--- src/rtl/uart8n1_pkg.sv ---
// Shared types and constants for the 8N1 UART transceiver.
// Depends on nothing; every other file refers to it by scoped names.
`default_nettype none
package uart8n1_pkg;

  localparam int BIT_PERIOD_W  = 16;
  localparam int HALF_PERIOD_W = 15;
  localparam int RX_TIMER_W    = 17;
  localparam int CNT_W         = 4;
  localparam int CFG_ADDR_W    = 3;
  localparam int CFG_DATA_W    = 32;

  localparam logic [BIT_PERIOD_W-1:0]  BIT_PERIOD_RST  = 16'd104;
  localparam logic [HALF_PERIOD_W-1:0] HALF_PERIOD_RST = 15'd52;

  // frame bit counts: tx idle + start + 8 data + stop count down from ten to zero
  localparam logic [CNT_W-1:0] TX_FRAME_BITS = 4'd10;
  localparam logic [CNT_W-1:0] RX_DATA_BITS  = 4'd8;

  // register word index, taken from paddr[2]
  typedef enum logic {
    REG_BIT_PERIOD  = 1'b0,
    REG_HALF_PERIOD = 1'b1
  } reg_idx_t;

  typedef struct packed {
    logic       rx_line;
    logic       tx_load;
    logic [7:0] tx_byte;
  } in_item_t;

  typedef struct packed {
    logic       tx_line;
    logic       tx_busy;
    logic       tx_accepted;
    logic       rx_valid;
    logic [7:0] rx_byte;
  } out_item_t;

endpackage
`default_nettype wire

--- src/rtl/uart8n1_if.sv ---
// Valid/ready channel interfaces for the tick and result items.
// Depends on uart8n1_pkg for the payload structs.
`default_nettype none
interface uart8n1_in_if;
  logic                  valid;
  logic                  ready;
  uart8n1_pkg::in_item_t data;

  modport source (output valid, output data, input ready);
  modport sink   (input valid, input data, output ready);
endinterface

interface uart8n1_out_if;
  logic                   valid;
  logic                   ready;
  uart8n1_pkg::out_item_t data;

  modport source (output valid, output data, input ready);
  modport sink   (input valid, input data, output ready);
endinterface
`default_nettype wire

--- src/rtl/uart_8n1_transceiver.sv ---
// Top level of the timer-driven 8N1 UART transceiver.
// Depends on uart8n1_pkg and the channel interfaces in uart8n1_if.sv.
//
// Usage: every item on in_chan is one timer tick carrying the sampled
// receive line and an optional byte to send. Each tick produces exactly
// one item on out_chan with the transmit line level, busy, load-taken,
// and a received byte when one completes.
// A tick's result is registered into the result buffer as it is taken.
// Throughput: one tick per cycle while in_ready is high; each tick's state
// update is one compare/decrement pass between the state registers.
// The result side has a two-entry buffer (output register plus skid), so
// a tick is still taken in the cycle the consumer first stalls; in_ready
// drops only once both entries are full, and rises again as one drains.
// Reset (synchronous, rst_n low) puts the transmitter idle with the line
// high, the receiver hunting for a start edge, empties the result buffer
// and loads bit_period 104 and half_bit_period 52. The user must write the
// APB port (byte address 0: bit_period, 4: half_bit_period) only while no
// tick is in flight; the block does not enforce this. pready is tied high.
`default_nettype none
module uart_8n1_transceiver (
  input  wire logic                               clk,
  input  wire logic                               rst_n,
  uart8n1_in_if.sink                              in_chan,
  uart8n1_out_if.source                           out_chan,
  input  wire logic                               psel,
  input  wire logic                               penable,
  input  wire logic                               pwrite,
  input  wire logic [uart8n1_pkg::CFG_ADDR_W-1:0] paddr,
  input  wire logic [uart8n1_pkg::CFG_DATA_W-1:0] pwdata,
  output logic      [uart8n1_pkg::CFG_DATA_W-1:0] prdata,
  output logic                                    pready
);

  localparam int BPW = uart8n1_pkg::BIT_PERIOD_W;
  localparam int HPW = uart8n1_pkg::HALF_PERIOD_W;
  localparam int RTW = uart8n1_pkg::RX_TIMER_W;
  localparam int CW  = uart8n1_pkg::CNT_W;

  // configuration
  logic [BPW-1:0] bit_period_r;
  logic [HPW-1:0] half_period_r;
  logic           cfg_wr;
  uart8n1_pkg::reg_idx_t cfg_idx;

  assign pready  = 1'b1;
  assign cfg_wr  = psel && penable && pwrite;
  assign cfg_idx = uart8n1_pkg::reg_idx_t'(paddr[2]);

  always_ff @(posedge clk) begin
    if (!rst_n) begin
      bit_period_r  <= uart8n1_pkg::BIT_PERIOD_RST;
      half_period_r <= uart8n1_pkg::HALF_PERIOD_RST;
    end else if (cfg_wr) begin
      case (cfg_idx)
        uart8n1_pkg::REG_BIT_PERIOD:  bit_period_r  <= pwdata[BPW-1:0];
        uart8n1_pkg::REG_HALF_PERIOD: half_period_r <= pwdata[HPW-1:0];
        default: ;
      endcase
    end
  end

  always_comb begin
    case (cfg_idx)
      uart8n1_pkg::REG_BIT_PERIOD:
        prdata = {{(uart8n1_pkg::CFG_DATA_W-BPW){1'b0}}, bit_period_r};
      uart8n1_pkg::REG_HALF_PERIOD:
        prdata = {{(uart8n1_pkg::CFG_DATA_W-HPW){1'b0}}, half_period_r};
      default: prdata = '0;
    endcase
  end

  // transceiver state
  logic [9:0]     tx_shift_r,  tx_shift_nxt;
  logic [CW-1:0]  tx_left_r,   tx_left_nxt;
  logic [BPW-1:0] tx_timer_r,  tx_timer_nxt;
  logic           tx_active_r, tx_active_nxt;
  logic           tx_level_r,  tx_level_nxt;
  logic           rx_hunt_r,   rx_hunt_nxt;
  logic [RTW-1:0] rx_timer_r,  rx_timer_nxt;
  logic [7:0]     rx_shift_r,  rx_shift_nxt;
  logic [CW-1:0]  rx_left_r,   rx_left_nxt;
  logic           rx_last_r,   rx_last_nxt;
  logic           tx_acc;
  logic           rx_done;
  logic [7:0]     rx_out;
  logic [CW-1:0]  rx_left_dec;
  uart8n1_pkg::out_item_t res;

  logic push, pop;
  assign push = in_chan.valid && in_chan.ready;
  assign pop  = out_chan.valid && out_chan.ready;

  always_comb begin
    tx_shift_nxt  = tx_shift_r;
    tx_left_nxt   = tx_left_r;
    tx_timer_nxt  = tx_timer_r;
    tx_active_nxt = tx_active_r;
    tx_level_nxt  = tx_level_r;
    tx_acc        = 1'b0;

    // advance the bit timer first, so a load can land as the frame ends
    if (tx_active_r) begin
      if (tx_timer_r <= BPW'(1)) begin
        tx_timer_nxt = bit_period_r;
        if (tx_left_r == uart8n1_pkg::TX_FRAME_BITS) begin
          tx_level_nxt = 1'b1;
          tx_left_nxt  = tx_left_r - CW'(1);
        end else if (tx_left_r != '0) begin
          tx_level_nxt = tx_shift_r[0];
          tx_shift_nxt = {1'b0, tx_shift_r[9:1]};
          tx_left_nxt  = tx_left_r - CW'(1);
        end else begin
          tx_level_nxt  = tx_shift_r[0];
          tx_shift_nxt  = {1'b0, tx_shift_r[9:1]};
          tx_active_nxt = 1'b0;
          tx_left_nxt   = uart8n1_pkg::TX_FRAME_BITS;
        end
      end else begin
        tx_timer_nxt = tx_timer_r - BPW'(1);
      end
    end

    if (in_chan.data.tx_load && !tx_active_nxt) begin
      tx_shift_nxt  = {1'b1, in_chan.data.tx_byte, 1'b0};
      tx_left_nxt   = uart8n1_pkg::TX_FRAME_BITS;
      tx_timer_nxt  = bit_period_r;
      tx_active_nxt = 1'b1;
      tx_acc        = 1'b1;
    end
  end

  assign rx_left_dec = rx_left_r - CW'(1);

  always_comb begin
    rx_hunt_nxt  = rx_hunt_r;
    rx_timer_nxt = rx_timer_r;
    rx_shift_nxt = rx_shift_r;
    rx_left_nxt  = rx_left_r;
    rx_last_nxt  = in_chan.data.rx_line;
    rx_done      = 1'b0;
    rx_out       = '0;

    if (rx_hunt_r) begin
      if (rx_last_r && !in_chan.data.rx_line) begin
        rx_hunt_nxt  = 1'b0;
        rx_timer_nxt = RTW'(bit_period_r) + RTW'(half_period_r);
      end
    end else if (rx_timer_r <= RTW'(1)) begin
      rx_timer_nxt = RTW'(bit_period_r);
      rx_shift_nxt = {in_chan.data.rx_line, rx_shift_r[7:1]};
      rx_left_nxt  = rx_left_dec;
      if (rx_left_dec == '0) begin
        rx_done     = 1'b1;
        rx_out      = rx_shift_nxt;
        rx_left_nxt = uart8n1_pkg::RX_DATA_BITS;
        rx_hunt_nxt = 1'b1;
      end
    end else begin
      rx_timer_nxt = rx_timer_r - RTW'(1);
    end
  end

  always_comb begin
    res.tx_line     = tx_level_nxt;
    res.tx_busy     = tx_active_nxt;
    res.tx_accepted = tx_acc;
    res.rx_valid    = rx_done;
    res.rx_byte     = rx_out;
  end

  always_ff @(posedge clk) begin
    if (!rst_n) begin
      tx_shift_r  <= '0;
      tx_left_r   <= uart8n1_pkg::TX_FRAME_BITS;
      tx_timer_r  <= '0;
      tx_active_r <= 1'b0;
      tx_level_r  <= 1'b1;
      rx_hunt_r   <= 1'b1;
      rx_timer_r  <= '0;
      rx_shift_r  <= '0;
      rx_left_r   <= uart8n1_pkg::RX_DATA_BITS;
      rx_last_r   <= 1'b1;
    end else if (push) begin
      tx_shift_r  <= tx_shift_nxt;
      tx_left_r   <= tx_left_nxt;
      tx_timer_r  <= tx_timer_nxt;
      tx_active_r <= tx_active_nxt;
      tx_level_r  <= tx_level_nxt;
      rx_hunt_r   <= rx_hunt_nxt;
      rx_timer_r  <= rx_timer_nxt;
      rx_shift_r  <= rx_shift_nxt;
      rx_left_r   <= rx_left_nxt;
      rx_last_r   <= rx_last_nxt;
    end
  end

  // result buffer: head register plus one skid entry
  logic                   head_v_r, skid_v_r;
  uart8n1_pkg::out_item_t head_r, skid_r;

  assign in_chan.ready  = !skid_v_r;
  assign out_chan.valid = head_v_r;
  assign out_chan.data  = head_r;

  always_ff @(posedge clk) begin
    if (!rst_n) begin
      head_v_r <= 1'b0;
      skid_v_r <= 1'b0;
    end else if (pop) begin
      if (skid_v_r) begin
        skid_v_r <= push;
      end else begin
        head_v_r <= push;
      end
    end else if (push) begin
      if (head_v_r) begin
        skid_v_r <= 1'b1;
      end else begin
        head_v_r <= 1'b1;
      end
    end
  end

  always_ff @(posedge clk) begin
    if (pop) begin
      if (skid_v_r) begin
        head_r <= skid_r;
        skid_r <= res;
      end else begin
        head_r <= res;
      end
    end else if (push) begin
      if (head_v_r) begin
        skid_r <= res;
      end else begin
        head_r <= res;
      end
    end
  end

endmodule
`default_nettype wire

--- src/flat_wrapper.sv ---
// flat-port wrapper written by rule: the top's interface ports become plain ports
module uart_8n1_transceiver_flat 
  (clk, rst_n, psel, penable, pwrite, paddr, pwdata, prdata, pready, in_chan_valid, in_chan_data, in_chan_ready, out_chan_valid, out_chan_data, out_chan_ready);
  uart8n1_in_if in_chan_i ();
  uart8n1_out_if out_chan_i ();
  input  wire logic clk;
  input  wire logic rst_n;
  input  wire logic psel;
  input  wire logic penable;
  input  wire logic pwrite;
  input  wire logic [uart8n1_pkg::CFG_ADDR_W-1:0] paddr;
  input  wire logic [uart8n1_pkg::CFG_DATA_W-1:0] pwdata;
  output logic      [uart8n1_pkg::CFG_DATA_W-1:0] prdata;
  output logic pready;
  input wire logic [$bits(in_chan_i.valid)-1:0] in_chan_valid;
  input wire logic [$bits(in_chan_i.data)-1:0] in_chan_data;
  output wire logic [$bits(in_chan_i.ready)-1:0] in_chan_ready;
  output wire logic [$bits(out_chan_i.valid)-1:0] out_chan_valid;
  output wire logic [$bits(out_chan_i.data)-1:0] out_chan_data;
  input wire logic [$bits(out_chan_i.ready)-1:0] out_chan_ready;
  assign in_chan_i.valid = in_chan_valid;
  assign in_chan_i.data = in_chan_data;
  assign in_chan_ready = in_chan_i.ready;
  assign out_chan_valid = out_chan_i.valid;
  assign out_chan_data = out_chan_i.data;
  assign out_chan_i.ready = out_chan_ready;
  uart_8n1_transceiver u_core (.clk(clk), .rst_n(rst_n), .in_chan(in_chan_i), .out_chan(out_chan_i), .psel(psel), .penable(penable), .pwrite(pwrite), .paddr(paddr), .pwdata(pwdata), .prdata(prdata), .pready(pready));
endmodule
--- config.mk ---
export PLATFORM = sky130hd
export DESIGN_NAME = uart_8n1_transceiver_flat
export DESIGN_NICKNAME = d
export VERILOG_FILES = /design/src/rtl/uart8n1_pkg.sv /design/src/rtl/uart8n1_if.sv /design/src/rtl/uart_8n1_transceiver.sv /design/src/flat_wrapper.sv
export SDC_FILE = /design/constraint.sdc
export NUM_CORES = 1
export LEC_CHECK = 0
export BUFFER_PORTS_ARGS = -buffer_cell sky130_fd_sc_hd__buf_2
export CAP_MARGIN = 10
export CORE_MARGIN = 10
export CORE_UTILIZATION = 30
export DETAILED_ROUTE_END_ITERATION = 10
export HOLD_SLACK_MARGIN = 0.06
export MAX_ROUTING_LAYER = met4
export SLEW_MARGIN = 20
export SYNTH_ARGS = -nofsm -noshare
export SYNTH_HDL_FRONTEND = slang
export SYNTH_SLANG_ARGS = --single-unit
--- constraint.sdc ---
create_clock -name clk -period 2.4 [get_ports clk]
set_input_delay 0.48 -clock clk [delete_from_list [all_inputs] [get_ports clk]]
set_output_delay 0.48 -clock clk [all_outputs]
set_load 0.02 [all_outputs]
; Word level (Yosys, flattened, before mapping)
; Cells that the tools add are included.
; W data, S select, Z words.
[totals]
ff_bits = 120
in_bits = 52
[classes]
add_sub_neg = 5
order_cmp = 2
n_eq_ne = 6
n_mux = 49
bitwise_logic = 2
reduce_logical = 26
[ops]
columns = cell, count
row1 = $mux W12, 8
row2 = $pmux W32 S2, 1
row3 = $mux W17, 3
row4 = $mux W16, 3
row5 = $mux W10, 4
row6 = $mux W4, 6
row7 = $mux W8, 3
row8 = $mux W1, 21
row9 = $add A16 B15 Y17, 1
row10 = $le A17 B1 Y1 const B, 1
row11 = $sub A17 B1 Y17 const B, 1
row12 = $le A16 B1 Y1 const B, 1
row13 = $sub A16 B1 Y16 const B, 1
row14 = $reduce_and A2 Y1, 7
row15 = $reduce_and A3 Y1, 3
row16 = $ne A2 B2 Y1 const B, 4
row17 = $reduce_bool A2 Y1, 4
row18 = $sub A4 B1 Y4 const B, 2
row19 = $logic_and A1 B1 Y1, 6
row20 = $eq A4 B4 Y1 const B, 1
row21 = $logic_not A4 Y1, 1
row22 = $reduce_and A4 Y1, 1
row23 = $reduce_bool A4 Y1, 1
row24 = $logic_not A1 Y1, 3
row25 = other kinds (2), 3

; Depth between registers and ports, before layout
; Gate-level depths: netlist (run 1).
[depth]
ltp_word = 11
mapped_depth = 10
mapped_depth_nobuf = 8

; Worst setup path before layout (run 1)
; Ideal clock, no wire load.
[synth_timing]
kind = reg-to-reg
startpoint = register u_core.rx_timer_r[4]
endpoint = register u_core.rx_timer_r[10]
setup_time_ns = 0.124
arrival_time_ns = 1.990
required_time_ns = 2.276
path_slack_ns = 0.286
stages_incl_launch_ff = 9
path_buffers = 2
period_less_slack_ns = 2.114
cell_sequence = dfxtp_1 > nor4_4 > nand4b_4 > or2_1 > buf_6 > buf_6 > mux2_4 > a32oi_1 > nand3b_1
[synth_between]
elab_chain_cells = 3
word_cells_on_any_way = 4
classes_between = add/sub: 1 / order compare: 1 / mux: 2
[synth_rtl]
columns = item, line
row1 = start: declaration, uart_8n1_transceiver.sv:79  ; logic [RTW-1:0] rx_timer_r, rx_timer_nxt;
row2 = start signal: assignment, uart_8n1_transceiver.sv:190  ; rx_timer_r <= rx_timer_nxt;
row3 = $sub A17 B1 Y17 or $le A17 B1 Y1 (tied branches), "uart_8n1_transceiver.sv:159, uart_8n1_transceiver.sv:148"
row4 = $mux W17 *, uart_8n1_transceiver.sv:148  ; end else if (rx_timer_r <= RTW'(1)) begin
row5 = $mux W17 *, uart_8n1_transceiver.sv:143  ; if (rx_hunt_r) begin
; Mark *: on every way between the ends. The rest lies on a longest branch, timed or not.
; A chain may end at the register's enable or synchronous reset.

; Final worst setup path (run 1)
[layout_timing]
startpoint = register u_core.rx_left_r[0]
endpoint = register u_core.head_r (netlist bit u_core.out_chan.data[6]) (data pin)
[layout_between]
elab_chain_cells = 8
word_cells_on_any_way = 9
classes_between = add/sub: 1 / mux: 7 / reduce/logical: 1
[layout_rtl]
columns = item, line
row1 = start: declaration, uart_8n1_transceiver.sv:81  ; logic [CW-1:0] rx_left_r, rx_left_nxt;
row2 = start signal: assignment, uart_8n1_transceiver.sv:181  ; rx_left_r <= uart8n1_pkg::RX_DATA_BITS;
row3 = start signal: assignment, uart_8n1_transceiver.sv:192  ; rx_left_r <= rx_left_nxt;
row4 = $sub A4 B1 Y4 *, uart_8n1_transceiver.sv:132  ; assign rx_left_dec = rx_left_r - CW'(1);
row5 = $logic_not A4 Y1 *, uart_8n1_transceiver.sv:152  ; if (rx_left_dec == '0) begin
row6 = $mux W8 *, uart_8n1_transceiver.sv:152
row7 = $mux W8 *, uart_8n1_transceiver.sv:148
row8 = $mux W8 *, uart_8n1_transceiver.sv:143
row9 = via u_core.rx_out[6], uart_8n1_transceiver.sv:85  ; logic [7:0] rx_out;
row10 = $mux W12, uart_8n1_transceiver.sv:233  ; if (head_v_r) begin
row11 = $mux W12, uart_8n1_transceiver.sv:232  ; end else if (push) begin
row12 = $mux W12 *, uart_8n1_transceiver.sv:225  ; if (pop) begin
row13 = end signal: assignment, uart_8n1_transceiver.sv:227  ; head_r <= skid_r;
row14 = end signal: assignment, uart_8n1_transceiver.sv:230  ; head_r <= res;
row15 = end signal: assignment, uart_8n1_transceiver.sv:236  ; head_r <= res;
row16 = end: declaration, uart_8n1_transceiver.sv:199  ; uart8n1_pkg::out_item_t head_r, skid_r;
; Mark *: on every way through the listed nets, which the timed path passes. The rest lies on a longest branch. The select of a mux whose other input is x is not followed.

==> results.py, run 1 <==
metrics = {
    "status": {
        "status": "finished, final reports clean",
    },
    "sta": {
        "rsz0062_at_grt": "false",
        "setup_tns_ps": 0,
        "finalHoldViolCount": 0,
        "worstMarginPinSlew_ps": 652,
        "slew_violations": 0,
        "finalClockSkew_ps": 12.1,
        "finalCriticalPeriod_ps": 2250,
        "maxSlewHeadroom": 0.565,
        "whs_ps": 287,
        "fmax_mhz": 445,
        "setup_viol": 0,
        "fin_crit_sh": 0.937,
    },
    "clock_tree": {
        "htreeDepth": 4,
        "cts-root-buf": "clkbuf_16",
        "cts_inserted_buffers": 17,
        "path_clk_slew_ps": 60,
        "clockBufferDepth": 2,
        "clock_latency_ps": 430,
        "cts.sinks": 119,
        "cts_tree": "yes",
        "holdBufCountCts": 0,
    },
    "drt": {
        "drcViolationCount": 0,
        "drt_first_iter_violations": 478,
        "avgViaCountPerCell": 5.05,
        "postRouteWirelength_um": 17900,
        "first_pass_iters": 5,
        "ant_nets": 0,
        "routedWlPerCell_um": 15.0,
        "vias": 6037,
    },
    "yosys": {
        "ys_top_cells_by_area": "dfxtp_1 28%, edfxtp_1 11%, nand2_1 6.4%",
        "synth-edff-count": 24,
        "avgSynthCellArea_um2": 8.40,
        "netlist_area_mm2": 0.00686,
        "synth.top_cell.area_share": 0.277,
        "synthCells": 816,
        "synth_seq_area_share": 0.383,
        "ys.warnings.count": 0,
        "ys_ff_latch": 119,
        "synth.distinct_cells": 70,
        "async_reset_ff_frac": 0,
        "synth_ff_type": "dfxtp_1",
        "synth_top_cell_by_area": "dfxtp_1",
    },
    "final_layout": {
        "drive_gt1_frac": 0.213,
        "post-route-util": 0.364,
        "diodes": 0,
        "regArea_mm2": 0.00263,
        "fill_cells": 2385,
        "area_growth_pct": 19.8,
        "final_nets": 974,
        "final_cell_area_mm2": 0.00821,
        "multi_input_area_mm2": 0.00387,
    },
    "critical_path": {
        "cp.arrival_ps": 2550,
        "crit_fanout": 6,
        "crit_type": "flop to flop",
        "crit_start": "u_core.rx_left_r[0]$_SDFFE_PN0P_",
        "required_ps": 2700,
        "r2r-start": "u_core.rx_left_r[0]$_SDFFE_PN0P_",
        "cp-end-kind": "flop",
        "start_kind": "flop",
    },
    "grt": {
        "grt-ovfl-total": 0,
        "grt_pass1_wl_um": 29300,
        "antenna_found_initial": 0,
        "grt_max_degree": 29,
        "grt_pass1_vias": 5742,
        "track_usage": 0.127,
    },
    "job": {
        "cap_violations": 0,
    },
    "floorplanning": {
        "core_mm2": 0.0226,
        "die-area_mm2": 0.0293,
        "ios": 99,
        "rows": 55,
        "start_util": 0.304,
        "die_w_um": 171,
        "die_height_um": 171,
    },
    "min_path": {
        "hold_start": "pwdata[15]",
        "min_path_type": "input pin to flop",
    },
    "placement": {
        "placed_area_mm2": 0.00761,
        "portBuffers": 63,
        "hpwlAfterDp_um": 13100,
        "place_congestion": 0.853,
    },
    "power_and_ir_drop": {
        "power_w": 0.00617,
        "worst_ir_drop_vdd_mv": 0.439,
        "p_leak_nw": 3.43,
        "power.density_mw_per_mm2": 752,
    },
}
-- cells in the mapped netlist, types with 4 or more instances --
library cell / instances
o32ai_1: 4
nand3_1: 36
a211oi_1: 9
mux2_2: 26
nand2_1: 116
o21ai_0: 47
inv_1: 25
a31oi_1: 14
nor2_1: 59
a211o_1: 9
nand3b_1: 4
nand2b_1: 6
xnor2_1: 15
o221a_2: 4
a21o_1: 12
buf_2: 6
mux2i_1: 18
dfxtp_1: 95
nor3_1: 16
ha_1: 24
buf_4: 18
o21a_1: 4
nor2b_1: 5
edfxtp_1: 24
nand4_1: 5
and2_1: 15
and3_1: 5
o31ai_1: 4
a21oi_1: 86
nor4_1: 4
clkbuf_1: 33
-- worst paths after layout --
check	slack, ps	cells after the start	endpoint
min reg2reg	450	2	u_core.rx_shift_r[1]$_SDFFE_PN0P_
max	150	9	u_core.out_chan.data[6]$_DFFE_PP_
max reg2reg	150	9	u_core.out_chan.data[6]$_DFFE_PP_
min	290	3	u_core.bit_period_r[15]$_SDFFE_PN0P_
-- per-stage QoR --
stage	worst slack, ps	instances
after floorplan	286	831
after global placement	133	1160
after detailed placement	116	1160
after CTS	126	1192
after global routing	2.47	1195
final	152	1195
-- critical path, cell delays in order (launching register included) --
cell     delay, ps
dfxtp_2        370
inv_1           70
ha_1           240
or2_2          290
o21ai_1        140
mux2i_1        120
nor4_2         380
buf_2          210
and2_1         150
mux2_2         150
-- cell type report --
class,instances,share of cell area
Multi-Input combinational cell,624,0.471
Sequential cell,119,0.320
Timing Repair Buffer,109,0.0832
Clock buffer,19,0.0579
Clock inverter,13,0.0126
Inverter,26,0.0119
Tap cell,285,0.0434
-- repair_timing --
| item | in CTS | in global routing |
|---|---|---|
| buffers inserted | 0 | 2 |
| endpoints found under the hold margin | 0 | 0 |
| resized for setup | 0 | 6 |
| setup endpoints to repair | 0 | 18 |
-- logic make-up after synthesis --
logic type,Yosys count,share of synthesized area
other cells,2,0.00110
flops,119,0.383
xor+xnor,18,0.0230
simple gates,294,0.208
compound gates,225,0.206
buf+inv,88,0.0613
mux,45,0.0712
fa+ha+maj,25,0.0467
-- sequential cells by signal (all words and copies together), names as in the netlist --
| name | flops |
|---|---|
| u_core.bit_period_r | 16 |
| u_core.half_period_r | 15 |
| u_core.out_chan.data | 12 |
| u_core.out_chan.valid | 1 |
| u_core.rx_hunt_r | 1 |
| u_core.rx_last_r | 1 |
| u_core.rx_left_r | 4 |
| u_core.rx_shift_r | 7 |
| u_core.rx_timer_r | 17 |
| u_core.skid_r | 12 |
| u_core.skid_v_r | 1 |
| u_core.tx_active_r | 1 |
| u_core.tx_left_r | 4 |
| u_core.tx_level_r | 1 |
| u_core.tx_shift_r | 10 |
| u_core.tx_timer_r | 16 |
-- report_power, final --
group | internal, W | switching [W]
clock | 0.00147 | 0.00105
sequential | 0.00217 | 0.000111
combinational | 0.000564 | 0.000818
-- cells in the final DEF, fill, tap and decap left out, drive strengths merged, types with 14 or more instances in the layout --
cell | netlist | layout
and2 | 15 | 15
mux2 | 27 | 27
nor3 | 16 | 16
dfxtp | 95 | 95
clkbuf | 33 | 19
nand3 | 36 | 36
a21oi | 87 | 87
nand2 | 116 | 116
mux2i | 18 | 18
inv | 26 | 35
conb | 2 | 17
nor2 | 61 | 61
o21ai | 47 | 47
xnor2 | 15 | 15
a31oi | 14 | 14
buf | 29 | 109
edfxtp | 24 | 24
ha | 24 | 24
-- metal layers --
metal | vias to the layer above | global-route usage | routed length [um]
met4 | 0 | 0.0333 | 155
li1 | 3067 | - | -
met1 | 2791 | 0.175 | 9220
met2 | 164 | 0.180 | 7530
met3 | 15 | 0.0323 | 966
met5 | - | - | 0
No activity file was read; power rests on OpenSTA's default activity.
==> run 2, diff against run 1 <==
Settings changed: SETUP_SLACK_MARGIN set to 0.02.
Clock period 2.4 ns to 2.5 ns, I/O delays scaled along.
==> results.py, run 2 (synthesis results as in run 1) <==
metrics = {
    "clock_tree": {
        "cts-root-buf": "clkbuf_16",
        "cts.sinks": 119,
        "path_clk_slew_ps": 60,
        "cts_inserted_buffers": 17,
        "cts_tree": "yes",
        "htreeDepth": 4,
        "clock_latency_ps": 420,
        "clockBufferDepth": 2,
        "cts_setup_buffers": 0,
    },
    "grt": {
        "grt_max_degree": 32,
        "antenna_found_initial": 0,
        "grt-ovfl-total": 0,
        "grt_pass1_vias": 5723,
        "track_usage": 0.126,
        "grt_pass1_wl_um": 29100,
    },
    "sta": {
        "finalCriticalPeriod_ps": 2270,
        "finalHoldViolCount": 0,
        "rsz0062_at_grt": "false",
        "setup_tns_ps": 0,
        "worstMarginPinSlew_ps": 669,
        "maxSlewHeadroom": 0.554,
        "slew_violations": 0,
        "setup_viol": 0,
        "finalClockSkew_ps": 9.43,
        "fin_crit_sh": 0.906,
        "fmax_mhz": 441,
    },
    "final_layout": {
        "largest_reg_flops": 17,
        "top_register": "u_core.rx_timer_r",
        "reg.largest.list": "u_core.rx_timer_r x17, u_core.bit_period_r x16, u_core.tx_timer_r x16",
        "layout.cells.most_common": "nand2_1",
        "layout_common_cells": "116 x nand2_1, 95 x dfxtp_1, 86 x a21oi_1",
        "final_nets": 969,
        "post-route-util": 0.361,
        "drive_gt1_frac": 0.204,
        "area_growth_pct": 18.8,
        "diodes": 0,
    },
    "drt": {
        "postRouteWirelength_um": 18000,
        "first_pass_iters": 5,
        "routedWlPerCell_um": 15.1,
        "ant_nets": 0,
        "avgViaCountPerCell": 5.12,
        "drt_first_iter_violations": 452,
        "drcViolationCount": 0,
        "vias": 6096,
    },
    "power_and_ir_drop": {
        "worst_ir_drop_vdd_mv": 0.431,
        "internal_power_w": 0.00397,
        "power.density_mw_per_mm2": 719,
        "power_frac_comb": 0.228,
        "pwr-share-seq": 0.374,
        "swShare": 0.322,
        "p_switching_w": 0.00188,
        "p_leak_nw": 3.38,
        "p_clk_frac": 0.398,
    },
    "critical_path": {
        "worst_path_max_delay_cell": "fa_1",
        "required_ps": 2800,
        "start_kind": "flop",
        "cp.buffers_inverters": 0,
        "crit_type": "flop to flop",
        "max_stage_delay_ps": 420,
        "r2r_slack_ps": 230,
        "cp.arrival_ps": 2570,
        "crit_fanout": 3,
        "cp-end-kind": "flop",
        "worstPathCellList": "ha_1 -> fa_1 -> a21o_1 -> nand4_1 -> a21oi_1 -> a211o_1 -> a221oi_1 -> o21ai_0",
        "crit_family": "compound AO/OA/AOI/OAI gates",
    },
    "placement": {
        "hpwlAfterDp_um": 13100,
        "place_congestion": 0.857,
        "portBuffers": 63,
    },
    "floorplanning": {
        "start_util": 0.304,
        "core_mm2": 0.0226,
        "die-area_mm2": 0.0293,
        "ios": 99,
        "die_w_um": 171,
        "rows": 55,
        "die_height_um": 171,
    },
    "min_path": {
        "min_path_type": "input pin to flop",
    },
    "status": {
        "status": "finished, final reports clean",
    },
    "job": {
        "cap_violations": 0,
    },
}
[run 2: through the flow]
step	total power (W)	cells	hold slack [ps]	cell area [um^2]	setup slack, ps
4_1_cts	0.00588	1190	288	8150	240
6_report	0.00585	1190	303	8150	234
3_5_place_dp	0.00354	1158	443	7580	254
2_1_floorplan	0.00320	831	432	6910	386
3_3_place_gp	0.00353	1158	445	7580	289
5_1_grt	0.00615	1190	315	8150	31.7
[run 2: final timing paths]
kind / startpoint / endpoint / cells past startpoint
worst min register to register: u_core.rx_shift_r[1]$_SDFFE_PN0P_ / u_core.rx_shift_r[1]$_SDFFE_PN0P_ / 2
worst max-delay path: u_core.half_period_r[0]$_SDFFE_PN0P_ / u_core.rx_timer_r[12]$_SDFFE_PN0P_ / 8
worst min-delay path: pwdata[5] / u_core.half_period_r[5]$_SDFFE_PN1P_ / 3
worst max register to register: u_core.half_period_r[0]$_SDFFE_PN0P_ / u_core.rx_timer_r[12]$_SDFFE_PN0P_ / 8
[run 2: timing repair]
| item | in CTS | in global routing |
|---|---|---|
| endpoints found under the setup margin | 0 | 8 |
| resized for setup | 0 | 1 |
| hold endpoints to repair | 0 | 0 |
| hold buffers | 0 | 0 |
[run 2: worst reg2reg max path, delay by kind of cell, from the launching register on]
kind                       cells  cell delay [ps]
AOI/OAI and AO/OA              5             1010
adders and majority gates      2              660
DFF                            1              320
and+or+nand+nor                1              150
[run 2: layout make-up]
class	instances	area (um^2)
fill	2321	14400
clock inverter	13	110
tap	285	357
sequential	119	2620
timing repair buffer	104	636
clock buffer	19	454
inverter	26	97.6
multi-input combinational	624	3870
[run 2: layer usage]
layer	global-route usage	part of all wire
met5	-	0
met4	0.0427	0.011
met3	0.0290	0.057
met2	0.178	0.42
met1	0.172	0.51
[run 2: power by group through the flow]
stage	logic, W	clock network [W]	registers (W)
detailed placement	0.00132	0	0.00223
global route	0.00149	0.00245	0.00221
CTS	0.00132	0.00237	0.00219
global placement	0.00131	0	0.00222
floorplan	0.000977	0	0.00222
finish	0.00133	0.00233	0.00219
==> run 3, diff against run 2 <==
Settings changed: PLACE_DENSITY set to 0.49.
==> results.py, run 3 (synthesis results as in run 1) <==
metrics = {
    "floorplanning": {
        "die_w_um": 171,
        "rows": 55,
        "die-area_mm2": 0.0293,
        "core_mm2": 0.0226,
        "ios": 99,
        "die_height_um": 171,
        "start_util": 0.304,
    },
    "critical_path": {
        "r2r_cells": 7,
        "required_ps": 2860,
        "cp-end-kind": "flop",
        "r2r-start": "u_core.tx_timer_r[5]$_SDFFE_PN0P_",
        "crit_type": "flop to flop",
        "reg2reg_to": "u_core.tx_timer_r[12]$_SDFFE_PN0P_",
        "crit_fanout": 14,
        "cp.arrival_ps": 2620,
        "r2r_slack_ps": 240,
        "start_kind": "flop",
    },
    "sta": {
        "finalHoldViolCount": 0,
        "fin_crit_sh": 0.902,
        "maxSlewHeadroom": 0.573,
        "finalCriticalPeriod_ps": 2260,
        "slew_violations": 0,
        "setup_tns_ps": 0,
        "setup_viol": 0,
        "fmax_mhz": 443,
        "rsz0062_at_grt": "false",
        "worstMarginPinSlew_ps": 641,
        "finalClockSkew_ps": 15.5,
    },
    "drt": {
        "vias": 5905,
        "drcViolationCount": 0,
        "postRouteWirelength_um": 18800,
        "routedWlPerCell_um": 15.8,
        "drt_first_iter_violations": 324,
        "ant_nets": 0,
        "first_pass_iters": 5,
        "avgViaCountPerCell": 4.96,
    },
    "placement": {
        "place_congestion": 0.798,
        "placed_cells": 1158,
        "portBuffers": 63,
        "hpwlAfterDp_um": 13800,
    },
    "min_path": {
        "hold_path_depth": 3,
        "min_path_type": "input pin to flop",
        "hold_start": "pwdata[2]",
        "worstHoldEndpoint": "u_core.half_period_r[2]$_SDFFE_PN1P_",
    },
    "final_layout": {
        "post-route-util": 0.360,
        "final_nets": 969,
        "diodes": 0,
        "layout_common_cells": "116 x nand2_1, 95 x dfxtp_1, 86 x a21oi_1",
        "layout.cells.most_common": "nand2_1",
        "layoutNonFillerInstCount": 1190,
        "reg.largest.list": "u_core.rx_timer_r x17, u_core.bit_period_r x16, u_core.tx_timer_r x16",
        "fill_cells": 2385,
        "largest_reg_flops": 17,
        "area_growth_pct": 18.6,
        "top_register": "u_core.rx_timer_r",
        "drive_gt1_frac": 0.201,
    },
    "grt": {
        "grt_util_met1": 0.182,
        "grt_pass1_vias": 5884,
        "grt_max_degree": 27,
        "met2_usage": 0.194,
        "grt-ovfl-total": 0,
        "track_usage": 0.135,
        "grt_pass1_wl_um": 30800,
        "antenna_found_initial": 0,
        "top_usage_layer": "met2",
        "use_met3": 0.0348,
    },
    "clock_tree": {
        "htreeDepth": 4,
        "clock_latency_ps": 420,
        "path_clk_slew_ps": 60,
        "cts_tree": "yes",
        "cts.sinks": 119,
        "cts_inserted_buffers": 17,
        "cts-root-buf": "clkbuf_16",
        "clockBufferDepth": 2,
    },
    "power_and_ir_drop": {
        "worst_ir_drop_vdd_mv": 0.415,
        "power.density_mw_per_mm2": 720,
        "p_leak_nw": 3.37,
    },
    "job": {
        "cap_violations": 0,
    },
    "status": {
        "status": "finished, final reports clean",
    },
}
## run 3: critical path: stages (launching register included)
cell,delay (ps)
dfxtp_1,330
or3_1,430
nor4b_4,430
a21o_1,470
buf_4,210
a21oi_1,40
nor2_1,100
o221a_2,180
## run 3: worst max-delay path by stage
stage,startpoint,to,slack (ps),cells after the start
final,u_core.tx_timer_r[5]$_SDFFE_PN0P_,u_core.tx_timer_r[12]$_SDFFE_PN0P_,240,7
after global routing,u_core.tx_timer_r[5]$_SDFFE_PN0P_,u_core.tx_timer_r[3]$_SDFFE_PN0P_,60,6
after CTS,u_core.tx_timer_r[5]$_SDFFE_PN0P_,u_core.tx_timer_r[12]$_SDFFE_PN0P_,230,7
after detailed placement,u_core.tx_timer_r[5]$_SDFFE_PN0P_,u_core.tx_timer_r[12]$_SDFFE_PN0P_,240,7
after global placement,u_core.tx_timer_r[5]$_SDFFE_PN0P_,u_core.tx_timer_r[12]$_SDFFE_PN0P_,260,7
after floorplan,u_core.rx_timer_r[4]$_SDFFE_PN0P_,u_core.rx_timer_r[10]$_SDFFE_PN0P_,390,8
## run 3: final cells by class
class                   count  area, um^2  area share
well taps                 285         357      0.0439
clock buffers              20         447      0.0549
multi-input cells         624        3870       0.476
repair buffers            104         636      0.0782
flip-flops and latches    119        2620       0.323
clock inverters            12         103      0.0126
inverters                  26        97.6      0.0120
## run 3: timing repair
| item | 4_1_cts | 5_1_grt |
|---|---|---|
| setup buffers | 0 | 0 |
| resized for setup | 0 | 1 |
| hold buffers | 0 | 0 |
| endpoints found under the setup margin | 0 | 4 |
## run 3: report_power, final
group	total [W]	internal, W	switching (W)
clock	0.00232	0.00139	0.000935
combinational	0.00134	0.000547	0.000798
sequential	0.00219	0.00208	0.000110
## run 3: through the flow
| step | cell area [um^2] | hold slack [ps] | worst slack [ps] | total power (W) |
|---|---|---|---|---|
| finish | 8130 | 317 | 245 | 0.00586 |
| global route | 8130 | 315 | 61.9 | 0.00617 |
| CTS | 8130 | 307 | 229 | 0.00591 |
| detailed placement | 7580 | 442 | 238 | 0.00357 |
| global placement | 7580 | 441 | 265 | 0.00357 |
| floorplan | 6910 | 432 | 386 | 0.00320 |
## run 3: layer usage
| layer | vias up | routed length, um |
|---|---|---|
| li1 | 3052 | - |
| met1 | 2721 | 9800 |
| met2 | 118 | 7970 |
| met3 | 14 | 856 |
| met4 | 0 | 223 |
| met5 | - | 0 |
